**src/hw/rtl/partitioned_index_scatter_unit_macros.svh**
```systemverilog
// Assertion macros shared by the partitioned index scatter unit RTL.
// Depends on nothing; the asserting modules must have clk and rst in scope.
`ifndef PARTITIONED_INDEX_SCATTER_UNIT_MACROS_SVH
`define PARTITIONED_INDEX_SCATTER_UNIT_MACROS_SVH
`ifndef SYNTHESIS
// Same-cycle implication, sampled on the rising clock edge outside reset.
`define PIS_ASSERT_IMPL(lbl, ante, cons, msg) \
  lbl: assert property (@(posedge clk) disable iff (rst) (ante) |-> (cons)) else $error(msg);
// Next-cycle implication, sampled on the rising clock edge outside reset.
`define PIS_ASSERT_NEXT(lbl, ante, cons, msg) \
  lbl: assert property (@(posedge clk) disable iff (rst) (ante) |=> (cons)) else $error(msg);
`else
`define PIS_ASSERT_IMPL(lbl, ante, cons, msg)
`define PIS_ASSERT_NEXT(lbl, ante, cons, msg)
`endif
`endif

```
**src/hw/rtl/pis_pkg.sv**
```systemverilog
// Package for the partitioned index scatter unit: field widths, opcodes,
// controller state type and the command and status bundles. No dependencies.
package pis_pkg;

  localparam int OP_W     = 2;
  localparam int QUBIT_W  = 7;
  localparam int BLOCK_W  = 4;
  localparam int LOCAL_W  = 6;
  localparam int SIZE_W   = 7;
  localparam int HALF_W   = 64;
  localparam int INDEX_W  = 2 * HALF_W;
  localparam int INDEX_AW = 7;
  localparam int RESULT_W = 64;
  localparam int CFG_W    = 8;
  localparam int MAP_W    = BLOCK_W + LOCAL_W;

  localparam logic [OP_W-1:0] OP_MAP   = 2'd0;
  localparam logic [OP_W-1:0] OP_SIZE  = 2'd1;
  localparam logic [OP_W-1:0] OP_QUERY = 2'd2;

  localparam logic [CFG_W-1:0] NUM_QUBITS_RESET = 8'd128;

  typedef enum logic [1:0] {
    ST_IDLE,
    ST_WALK,
    ST_DRAIN,
    ST_FINISH
  } ctl_state_t;

  typedef struct packed {
    logic wr_map;
    logic wr_size;
    logic start;
    logic issue;
    logic load_out;
  } pis_cmd_t;

  typedef struct packed {
    logic skip;
    logic last_issue;
    logic out_busy;
  } pis_sts_t;

endpackage

```
**src/hw/rtl/pis_ram.sv**
```systemverilog
// Generic simple dual-port RAM with one write port and a registered read port.
// No dependencies.
module pis_ram #(
  parameter int WIDTH = 8,
  parameter int DEPTH = 16
) (
  input  logic                                   clk,
  input  logic                                   wr_en,
  input  logic [(DEPTH > 1 ? $clog2(DEPTH) : 1)-1:0] wr_addr,
  input  logic [WIDTH-1:0]                       wr_data,
  input  logic                                   rd_en,
  input  logic [(DEPTH > 1 ? $clog2(DEPTH) : 1)-1:0] rd_addr,
  output logic [WIDTH-1:0]                       rd_data
);

  logic [WIDTH-1:0] mem [DEPTH];

  always_ff @(posedge clk) begin
    if (wr_en) begin
      mem[wr_addr] <= wr_data;
    end
    if (rd_en) begin
      rd_data <= mem[rd_addr];
    end
  end

endmodule

```
**src/hw/rtl/pis_datapath.sv**
```systemverilog
// Datapath of the partitioned index scatter unit: mapping and size tables,
// qubit walk counter, accumulator and output register. Uses pis_pkg, pis_ram.
module pis_datapath #(
  parameter int MAX_QUBITS = 128,
  parameter int MAX_BLOCKS = 16
) (
  input  logic                          clk,
  input  logic                          rst,
  input  pis_pkg::pis_cmd_t             cmd,
  output pis_pkg::pis_sts_t             sts,
  input  logic [pis_pkg::CFG_W-1:0]     num_qubits,
  input  logic [pis_pkg::QUBIT_W-1:0]   qubit,
  input  logic [pis_pkg::BLOCK_W-1:0]   block,
  input  logic [pis_pkg::LOCAL_W-1:0]   local_pos,
  input  logic [pis_pkg::SIZE_W-1:0]    size_value,
  input  logic [pis_pkg::HALF_W-1:0]    index_low,
  input  logic [pis_pkg::HALF_W-1:0]    index_high,
  input  logic                          reverse,
  output logic                          out_valid,
  input  logic                          out_ready,
  output logic [pis_pkg::RESULT_W-1:0]  local_index
);
  import pis_pkg::*;

  localparam int NW = $clog2(MAX_QUBITS + 1);
  localparam int QA = $clog2(MAX_QUBITS);
  localparam int BA = (MAX_BLOCKS > 1) ? $clog2(MAX_BLOCKS) : 1;

  logic [INDEX_W-1:0]  idx;
  logic [BLOCK_W-1:0]  blk;
  logic                rev;
  logic [NW-1:0]       n;
  logic [NW-1:0]       p;
  logic [NW-1:0]       p_d;
  logic                d_valid;
  logic [RESULT_W-1:0] acc;

  logic [NW-1:0]       n_eff;
  logic                qubit_ok;
  logic                block_ok;
  logic [NW-1:0]       g;
  logic [MAP_W-1:0]    map_rd;
  logic [SIZE_W-1:0]   size_rd;
  logic [BLOCK_W-1:0]  map_blk;
  logic [LOCAL_W-1:0]  map_loc;
  logic [SIZE_W-1:0]   mirror;
  logic                rev_ok;
  logic                hit;
  logic [LOCAL_W-1:0]  bit_pos;

  // The qubit count saturates at the table depth.
  assign n_eff = (num_qubits > CFG_W'(MAX_QUBITS)) ? NW'(MAX_QUBITS) : NW'(num_qubits);
  assign qubit_ok = {1'b0, qubit} < CFG_W'(MAX_QUBITS);
  assign block_ok = SIZE_W'(block) < SIZE_W'(MAX_BLOCKS);

  pis_ram #(.WIDTH(MAP_W), .DEPTH(MAX_QUBITS)) u_map_ram (
    .clk     (clk),
    .wr_en   (cmd.wr_map && qubit_ok && block_ok),
    .wr_addr (QA'(qubit)),
    .wr_data ({block, local_pos}),
    .rd_en   (cmd.issue),
    .rd_addr (QA'(g)),
    .rd_data (map_rd)
  );

  pis_ram #(.WIDTH(SIZE_W), .DEPTH(MAX_BLOCKS)) u_size_ram (
    .clk     (clk),
    .wr_en   (cmd.wr_size && block_ok),
    .wr_addr (BA'(block)),
    .wr_data (size_value),
    .rd_en   (cmd.start),
    .rd_addr (BA'(block)),
    .rd_data (size_rd)
  );

  // In reverse mode the walk visits the tables from the top qubit down.
  assign g = rev ? (n - NW'(1) - p) : p;

  assign map_blk = map_rd[MAP_W-1:LOCAL_W];
  assign map_loc = map_rd[LOCAL_W-1:0];
  assign mirror  = size_rd - SIZE_W'(1) - SIZE_W'(map_loc);
  assign rev_ok  = (size_rd != '0) && (SIZE_W'(map_loc) < size_rd) && !mirror[SIZE_W-1];
  assign bit_pos = rev ? mirror[LOCAL_W-1:0] : map_loc;
  assign hit     = d_valid && idx[INDEX_AW'(p_d)] && (map_blk == blk) && (!rev || rev_ok);

  assign sts.skip       = !block_ok || (n_eff == '0);
  assign sts.last_issue = (p == n - NW'(1));
  assign sts.out_busy   = out_valid && !out_ready;

  always_ff @(posedge clk) begin
    if (cmd.start) begin
      idx <= {index_high, index_low};
      blk <= block;
      rev <= reverse;
      n   <= n_eff;
      p   <= '0;
      acc <= '0;
    end else begin
      if (cmd.issue) begin
        p   <= p + NW'(1);
        p_d <= p;
      end
      if (hit) begin
        acc <= acc | (RESULT_W'(1) << bit_pos);
      end
    end
    if (cmd.load_out) begin
      local_index <= acc;
    end
  end

  always_ff @(posedge clk) begin
    if (rst) begin
      d_valid   <= 1'b0;
      out_valid <= 1'b0;
    end else begin
      d_valid <= cmd.issue;
      if (cmd.load_out) begin
        out_valid <= 1'b1;
      end else if (out_ready) begin
        out_valid <= 1'b0;
      end
    end
  end

endmodule

```
**src/hw/rtl/pis_controller.sv**
```systemverilog
// Controller state machine of the partitioned index scatter unit.
// Uses pis_pkg and the assertion macros header.
`include "partitioned_index_scatter_unit_macros.svh"
module pis_controller (
  input  logic                       clk,
  input  logic                       rst,
  input  logic                       in_valid,
  input  logic [pis_pkg::OP_W-1:0]   in_op,
  output logic                       in_ready,
  output pis_pkg::pis_cmd_t          cmd,
  input  pis_pkg::pis_sts_t          sts
);
  import pis_pkg::*;

  ctl_state_t state;
  ctl_state_t state_next;

  always_ff @(posedge clk) begin
    if (rst) begin
      state <= ST_IDLE;
    end else begin
      state <= state_next;
    end
  end

  always_comb begin
    state_next = state;
    in_ready   = 1'b0;
    cmd        = '0;
    case (state)
      ST_IDLE: begin
        in_ready = 1'b1;
        if (in_valid) begin
          case (in_op)
            OP_MAP:   cmd.wr_map = 1'b1;
            OP_SIZE:  cmd.wr_size = 1'b1;
            OP_QUERY: begin
              cmd.start  = 1'b1;
              state_next = sts.skip ? ST_FINISH : ST_WALK;
            end
            default: ;
          endcase
        end
      end
      ST_WALK: begin
        cmd.issue = 1'b1;
        if (sts.last_issue) begin
          state_next = ST_DRAIN;
        end
      end
      ST_DRAIN: begin
        state_next = ST_FINISH;
      end
      ST_FINISH: begin
        if (!sts.out_busy) begin
          cmd.load_out = 1'b1;
          state_next   = ST_IDLE;
        end
      end
      default: begin
        state_next = ST_IDLE;
      end
    endcase
  end

  `PIS_ASSERT_NEXT(a_query_starts, state == ST_IDLE && in_valid && in_op == OP_QUERY, state == ST_WALK || state == ST_FINISH, "query beat did not start a walk")
  `PIS_ASSERT_NEXT(a_walk_ends, state == ST_WALK && sts.last_issue, state == ST_DRAIN && !cmd.issue, "walk did not stop after the last qubit")
  `PIS_ASSERT_NEXT(a_finish_frees, state == ST_FINISH && !sts.out_busy, state == ST_IDLE && in_ready, "result load did not return to idle")

endmodule

```
**src/hw/rtl/partitioned_index_scatter_unit.sv**
```systemverilog
// Timing: a query beat keeps the input busy while the walk visits n = min(num_qubits,
// MAX_QUBITS) qubits, then through drain and finish; the result is loaded at finish,
// later while the previous result still waits. A query that walks nothing goes straight
// to finish; table writes end at acceptance. Throughput: the walk visits one qubit per cycle.
// Reset: rst is synchronous, active high; control state clears, num_qubits returns
// to 128, the tables keep their contents and are undefined until written.
//
// Top level of the partitioned index scatter unit. Uses pis_pkg, pis_controller,
// pis_datapath and pis_ram.
module partitioned_index_scatter_unit #(
  parameter int MAX_QUBITS = 128,
  parameter int MAX_BLOCKS = 16
) (
  input  logic         clk,
  input  logic         rst,
  // Input stream.
  input  logic         s_tvalid,
  output logic         s_tready,
  // From bit 0 up: qubit[6:0], block[10:7], local_pos[16:11], size_value[23:17],
  // index_low[87:24], index_high[151:88].
  input  logic [151:0] s_tdata,
  // From bit 0 up: op[1:0], reverse[2].
  input  logic [2:0]   s_tuser,
  // Result stream.
  output logic         m_tvalid,
  input  logic         m_tready,
  // From bit 0 up: local_index[63:0].
  output logic [63:0]  m_tdata,
  // Configuration port.
  input  logic         psel,
  input  logic         penable,
  input  logic         pwrite,
  input  logic [2:0]   paddr,
  input  logic [31:0]  pwdata,
  output logic [31:0]  prdata,
  output logic         pready
);
  import pis_pkg::*;

  logic [CFG_W-1:0] num_qubits;
  logic             cfg_write;
  pis_cmd_t         cmd;
  pis_sts_t         sts;

  // The only register, num_qubits, sits at byte address 0. pready is tied high,
  // so a write completes in its access cycle.
  assign pready    = 1'b1;
  assign cfg_write = psel && penable && pwrite && pready && !paddr[2];
  assign prdata    = paddr[2] ? 32'd0 : 32'(num_qubits);

  always_ff @(posedge clk) begin
    if (rst) begin
      num_qubits <= NUM_QUBITS_RESET;
    end else if (cfg_write) begin
      num_qubits <= pwdata[CFG_W-1:0];
    end
  end

  // The controller takes a beat only in its idle state. Table writes finish at
  // the accepting edge; a query walks the mapping table and then hands its
  // result to the output register, which may still hold the previous result
  // while the next beat is taken.
  pis_controller u_ctl (
    .clk      (clk),
    .rst      (rst),
    .in_valid (s_tvalid),
    .in_op    (s_tuser[1:0]),
    .in_ready (s_tready),
    .cmd      (cmd),
    .sts      (sts)
  );

  pis_datapath #(
    .MAX_QUBITS (MAX_QUBITS),
    .MAX_BLOCKS (MAX_BLOCKS)
  ) u_dp (
    .clk         (clk),
    .rst         (rst),
    .cmd         (cmd),
    .sts         (sts),
    .num_qubits  (num_qubits),
    .qubit       (s_tdata[6:0]),
    .block       (s_tdata[10:7]),
    .local_pos   (s_tdata[16:11]),
    .size_value  (s_tdata[23:17]),
    .index_low   (s_tdata[87:24]),
    .index_high  (s_tdata[151:88]),
    .reverse     (s_tuser[2]),
    .out_valid   (m_tvalid),
    .out_ready   (m_tready),
    .local_index (m_tdata)
  );

endmodule

```
**config.mk**
```make
export PLATFORM = sky130hd
export DESIGN_NAME = partitioned_index_scatter_unit
export DESIGN_NICKNAME = d
export VERILOG_FILES = /design/src/hw/rtl/pis_pkg.sv /design/src/hw/rtl/pis_ram.sv /design/src/hw/rtl/pis_datapath.sv /design/src/hw/rtl/pis_controller.sv /design/src/hw/rtl/partitioned_index_scatter_unit.sv
export VERILOG_INCLUDE_DIRS = /design/src /design/src/hw/rtl
export SDC_FILE = /design/constraint.sdc
export NUM_CORES = 2
export LEC_CHECK = 0
export ABC_CLOCK_PERIOD_IN_PS = 6850
export BUFFER_PORTS_ARGS = -buffer_cell sky130_fd_sc_hd__buf_4
export CAP_MARGIN = 20
export CORE_MARGIN = 5
export CORE_UTILIZATION = 47
export DETAILED_ROUTE_END_ITERATION = 12
export SLEW_MARGIN = 5
export SYNTH_ARGS = -nofsm -noshare
export SYNTH_HDL_FRONTEND = slang
export SYNTH_SLANG_ARGS = --single-unit
```
**constraint.sdc**
```tcl
create_clock -name clk -period 6.85 [get_ports clk]
set_input_delay 0.685 -clock clk [delete_from_list [all_inputs] [get_ports clk]]
set_output_delay 0.685 -clock clk [all_outputs]
set_load 0.03 [all_outputs]
```
Word-level counts from Yosys, hierarchy flattened
Memory sizes are Yosys's and may differ from the RTL's. A register that Yosys moved wholly into a read port is not among the register bits.
Index checks and enable logic that the tools add are counted.
{ "classes": {"reduce_logical": 21, "shifts": 1, "mux": 27, "multipliers": 0, "div": 0, "eq_ne": 11, "add_sub_neg": 5, "order_cmp": 3, "bitwise_logic": 2} }
{ "op_table": {"columns": ["cell", "count"], "rows": [
  ["$or A64 B64 Y64", 1],
  ["$shl A1 B6 Y64 const A", 1],
  ["$mux W8", 2],
  ["$mux W1", 14],
  ["$mux W2", 5],
  ["$logic_and A1 B1 Y1", 9],
  ["$add A8 B1 Y8 const B", 1],
  ["$eq A8 B8 Y1", 1],
  ["$gt A8 B8 Y1 const B", 1],
  ["$logic_not A8 Y1", 1],
  ["$lt A7 B8 Y1 const B", 1],
  ["$ne A2 B2 Y1 const B", 4],
  ["$pmux W2 S4", 1],
  ["$sub A8 B1 Y8 const B", 1],
  ["$bmux W1 S7", 1],
  ["$lt A6 B7 Y1", 1],
  ["$mux W7", 1],
  ["$reduce_bool A7 Y1", 1],
  ["$sub A7 B1 Y7 const B", 1],
  ["$sub A7 B6 Y7", 1],
  ["$sub A7 B7 Y7", 1],
  ["$eq A2 B2 Y1 const B", 3],
  ["$mux W3", 2],
  ["$mux W6", 1],
  ["other kinds (9)", 14]
]} }
{ "totals": {"elab_cells": 84, "latch_bits": 0, "memories": 2, "register_bits": 296, "ram_bits": 1392, "mem_bits_ro": 0} }
{ "memory_table": {"columns": ["memory", "depth", "word_bits", "rd", "rd_ports_with_merged_regs", "wr", "line_no", "source"], "rows": [
  ["u_dp.u_map_ram.mem", 128, 10, 1, 1, 1, "pis_ram.sv:16", "logic [WIDTH-1:0] mem [DEPTH];"],
  ["u_dp.u_size_ram.mem", 16, 7, 1, 1, 1, "pis_ram.sv:16", null]
]} }

Logic depth before layout (Yosys ltp)
{ "logic_depth": {"depth_word": 7, "ltp_mapped": 15, "depth_no_buf": 12} }

Modules after synthesis
A second synthesis with hierarchy kept.
{ "unflattened": {"cells_unflattened": 3052, "hier_area_um2": 66238.5} }
{ "by_module_without_submodules": {"columns": ["module", "instances", "cells_each", "area_each_um2"], "rows": [
  ["pis_ram at u_dp.u_map_ram", 1, 1998, 49454.9],
  ["pis_datapath", 1, 756, 11318.4],
  ["pis_ram at u_dp.u_size_ram", 1, 203, 4600.7],
  ["partitioned_index_scatter_unit", 1, 70, 625.6],
  ["pis_controller", 1, 25, 239.0]
]} }

Worst setup path after synthesis
OpenSTA, ideal clock, no wires.
{ "synth_timing": {"path_type": "register -> register", "startpoint": "reg u_ctl.state[0]", "endpoint": "reg u_dp.acc[63]", "slack_ns": 1.168, "t_arrival_ns": 5.607, "setup_ns": 0.075, "required_time_ns": 6.775, "path_stages_with_launch": 9, "n_path_buf": 0, "synth_period_minus_slack_ns": 5.682, "path_cell_list": "dfxtp_1 inv_1 ha_1 nand3_1 clkinv_1 or2_2 nor2_1 nand2_1 o21ai_0"} }
{ "synth_lines": {"columns": ["item", "line_no", "source"], "rows": [
  ["from (decl)", "pis_controller.sv:15", "ctl_state_t state;"],
  ["from (signal assigned)", "pis_controller.sv:22", "state <= state_next;"],
  ["to (signal assigned)", "pis_datapath.sv:104", "acc <= acc | (RESULT_W'(1) << bit_pos);"],
  ["to (decl)", "pis_datapath.sv:36", "logic [RESULT_W-1:0] acc;"]
]} }

Worst setup path after layout
{ "layout_timing": {"startpoint": "reg u_dp.n[0]", "endpoint": "reg u_dp.u_map_ram.rd_data[3], read port of u_dp.u_map_ram.mem, data pin"} }
{ "layout_via": {"elab_chain_len": 3} }
{ "layout_rtl": {"columns": ["item", "line_no", "source"], "rows": [
  ["from (decl)", "pis_datapath.sv:32", "logic [NW-1:0] n;"],
  ["from (signal assigned)", "pis_datapath.sv:95", "n <= n_eff;"],
  ["$sub A8 B1 Y8", "pis_datapath.sv:77", "assign g = rev ? (n - NW'(1) - p) : p;"],
  ["$sub A7 B7 Y7", "pis_datapath.sv:77", null],
  ["$mux W7", "pis_datapath.sv:77", null],
  ["to (decl)", "pis_ram.sv:13", "output logic [WIDTH-1:0] rd_data"]
]} }
No other way between the ends.
A chain may end at the register's enable or synchronous reset.

==> results <==
- After detailed routing, the number of remaining DRC violations is 0.
- For this block, the via count after detailed routing is 32600.
- The setup TNS after final layout is 0 ps.
- Yosys attributes the largest share of cell area to sky130_fd_sc_hd__edfxtp_1 (74%), sky130_fd_sc_hd__mux4_2 (13%), sky130_fd_sc_hd__dfxtp_1 (2.5%), sky130_fd_sc_hd__mux2i_1 (2.1%), sky130_fd_sc_hd__nand2_1 (1.5%).
- Synthesis handed over a netlist of 3361 instances.
- For this design, the sink count on the clock tree is 1705.
- For this design, the CTS-stage hold fixing added 0 buffers.
- The setup check on the worst reg-to-reg path leaves a slack of 2220 ps.
- The number of top-level design ports is 296.
- The count of final setup violators is 0.
- Counting flops with a built-in enable in the synthesized netlist gives 1621.
- The final layout contains 3915 nets.
- For this configuration, the core starts out at a cell density of 47.3%.
- The minimum hold slack is 78.5 ps.
- The total power density per cell area is 362 nW/µm².
- The average wire length per cell after detail routing is 26.8 µm.
- The floorplan row count is 137.
- The critical path arrival is 5130 ps.
- Along the worst hold path, the cell count comes to 1.
- STA puts the critical path data required time at 7360 ps.
- From bottom edge to top edge, the die measures 385 µm.
- The final cell utilization of the core is 54.3%.
- The number of buffers added by the clock tree synthesis step is 171.
- The flow ran to the end, and the final reports show no timing, DRC or antenna violations.
- The final critical path takes up 67.6% of the cycle.
- The final worst slack is 2220 ps.
- After the first detailed-routing iteration, the DRC count stood at 2848.
- The sequential element share of the synthesized area is 76.2%.
- The first-pass GRT wire length is 221 mm.
- The total grt overflow is 0.
- The final wirelength is 153 mm.
- The floorplan step set the die width to 385 µm.
- The kind of path behind the tightest hold check is primary input to flop.
- The clock skew is 34.4 ps.
- The proportion of netlist area held by the largest area contributor is 73.6%.
- The slew at the pin with the worst max-slew slack is 1120 ps.
- The endpoint of the worst-slack reg-to-reg timing path is u_dp.u_map_ram.rd_data[3].
- The number of gates resized after CTS is 0.
- The congestion estimate from routability-driven global placement came to 0.809.
- Synthesis inferred 1705 register bits.
- Synthesis instantiated 67 different standard cells from the library.
- The number of antenna violations at the first check in global routing is 2.
- sky130_fd_sc_hd__edfxtp_1 is the most common cell in the netlist.
- The start-to-end type of the worst setup path is flop to flop.
- The area of the placeable core is 140000 µm².
- For the worst-skew pair, the clock arrives at the later sink with an insertion delay of 780 ps.
- The worst setup path startpoint is u_dp.n[0].
- The repair_antennas step left the layout with diodes totalling 0.
- The total chip power is 27.5 mW.
- Dividing the detail-routed via count by the number of cells gives 5.72.
- The analysis attributes to cell leakage a power of 24.5 nW.
- In this run the tool buffered the top-level ports with 244 buffer cells.
- The synthesis-to-layout area growth is 14.7%.
- The total die area is 148000 µm².
- The largest net degree at the start of global routing is 106.
- The setup slack after placement is 2200 ps.
- The number of cells on the worst reg-to-reg path is 12.
- The startpoint identified for the worst register-to-register timing path is u_dp.n[0].
- The commonest cells after synthesis are sky130_fd_sc_hd__edfxtp_1 (1621), sky130_fd_sc_hd__mux4_2 (371), sky130_fd_sc_hd__nand2_1 (270).
- The async set-reset flop share out of synthesis is 0%.
- TritonCTS built the clock tree.
- In this run the deepest clock path goes through 3 buffers.
- The most used flip-flop cell after synthesis is sky130_fd_sc_hd__edfxtp_1.
- The number of maximum-capacitance violations is 0.
- Static timing analysis puts the maximum clock frequency at 216 MHz.
- The worst setup path is launched from a flop.
- The count of pins over their slew limit is 0.
- Clock tree synthesis selected as its root buffer the cell sky130_fd_sc_hd__clkbuf_16.
- Across every metal layer, demand over resource in global routing totals 20.5%.
- The critical path capture point type is a flop.
- The time the worst path needs with I/O delays and setup is 4630 ps.
- The final hold violation count was 0.
- The end of the critical path is u_dp.u_map_ram.rd_data[3].
- The clock slew seen by the registers of the worst setup and hold paths is 60 ps.
- Headroom to the max-slew limit came out at 25.3%.
- Summed over all instances, the cell type with the most area after synthesis is sky130_fd_sc_hd__edfxtp_1.
- Before antenna repair, the detailed router went through 5 iterations.
- The H-tree was split into 4 levels.
- The average instance area after synthesis is 19.7 µm².
- The post-detailed-route count of antenna-violating nets is 0.
- After clock tree synthesis, the setup repair step added 0 buffers.
- Setup repair after global routing left no endpoint under its margin.
- Cells with a size suffix above 1 make up 25.0% of the layout.
- After synthesis the cells add up to 66100 µm².
- The half-perimeter wire length of the detailed placement result is 93.2 mm.
- The largest driver fanout on the critical path is 54.
- VDD sags by at most 0.446 mV.
- The via count of the first global-routing pass was 32900.
- The Yosys warning count is 0.
worst max-delay path: stages (launching register included):
cell                       delay, ps
sky130_fd_sc_hd__edfxtp_1        410
sky130_fd_sc_hd__inv_1            60
sky130_fd_sc_hd__ha_1            280
sky130_fd_sc_hd__inv_1            90
sky130_fd_sc_hd__fa_1            450
sky130_fd_sc_hd__mux2i_4         470
sky130_fd_sc_hd__buf_4           740
sky130_fd_sc_hd__mux4_2          420
sky130_fd_sc_hd__mux2i_1         300
sky130_fd_sc_hd__a32oi_1         150
sky130_fd_sc_hd__o21ai_0         290
sky130_fd_sc_hd__o22ai_1         260
sky130_fd_sc_hd__a221o_1         350
how the worst min path moves through the flow:
stage	from	slack, ps	to
2_1_floorplan	u_dp.acc[0]	410	u_dp.local_index[0]
6_report	s_tdata[126]	80	u_dp.idx[102]
3_3_place_gp	u_dp.acc[63]	410	u_dp.local_index[63]
4_1_cts	s_tdata[24]	8	u_dp.idx[0]
5_1_grt	s_tdata[56]	20	u_dp.idx[32]
3_5_place_dp	u_dp.acc[4]	410	u_dp.local_index[4]
metal layers:
layer	routed length, µm	GRT usage [%]	share of wire, %	vias to the layer above
met5	0	0	0	-
met4	3950	5.96	2.6	0
met3	10900	4.33	7.1	219
met2	74100	33.0	48	1082
met1	64200	28.5	42	17100
li1	-	-	-	14200
sequential cells by signal (all words and copies together), names as in the netlist, 2 cells and up:
signal	count
num_qubits	8
u_ctl.state	2
u_dp.acc	64
u_dp.blk	4
u_dp.idx	128
u_dp.local_index	64
u_dp.n	8
u_dp.p	8
u_dp.p_d	7
u_dp.u_map_ram.mem	1280
u_dp.u_map_ram.rd_data	10
u_dp.u_size_ram.mem	112
u_dp.u_size_ram.rd_data	7
layout by cell type (no fill, tap or decap), drive strengths merged, types with 22 or more instances in the layout:
cell | Yosys | final
buf | 126 | 332
a32oi | 22 | 22
nor2b | 32 | 32
clkinv | 1 | 69
edfxtp | 1621 | 1621
nor2 | 174 | 174
inv | 31 | 39
nand2 | 270 | 270
conb | 2 | 25
clkbuf | 71 | 220
dfxtp | 84 | 84
a221oi | 23 | 23
a21oi | 62 | 62
o21ai | 134 | 134
mux4 | 371 | 371
mux2i | 140 | 140
ha | 23 | 23
layout make-up:
| type | count | area [µm²] |
|---|---|---|
| sequential | 1705 | 50400 |
| tap | 1876 | 2350 |
| multi-input combinational | 1450 | 14800 |
| clock buffer | 219 | 4620 |
| timing repair buffer | 333 | 2670 |
| inverter | 32 | 125 |
| fill | 10800 | 63900 |
| clock inverter | 93 | 915 |
per-stage QoR:
| stage | area [µm²] | cells |
|---|---|---|
| after floorplan | 66200 | 3384 |
| after global placement | 70100 | 5374 |
| after detailed placement | 70200 | 5381 |
| after CTS | 75700 | 5693 |
| after global routing | 75800 | 5708 |
| final | 75800 | 5708 |
report_power, final:
| group | internal (mW) | leakage, nW | switching (mW) |
|---|---|---|---|
| combinational | 2.74 | 6.47 | 3.82 |
| clock | 5.34 | 2.70 | 3.87 |
| sequential | 11.6 | 15.3 | 0.0982 |
| total | 19.7 | 24.5 | 7.80 |
cell families after synthesis:
logic type                 count (synthesis)  synth area share (%)
adders and majority gates                 25                 0.496
DFF                                     1705                  76.2
other                                      2                0.0114
AOI/OAI and AO/OA                        312                  2.96
xor gates and xnor gates                  21                 0.278
and+or+nand+nor                          553                  3.59
muxes                                    514                  14.8
buffers and inverters                    229                  1.70
(Power assumes the default switching activity.)
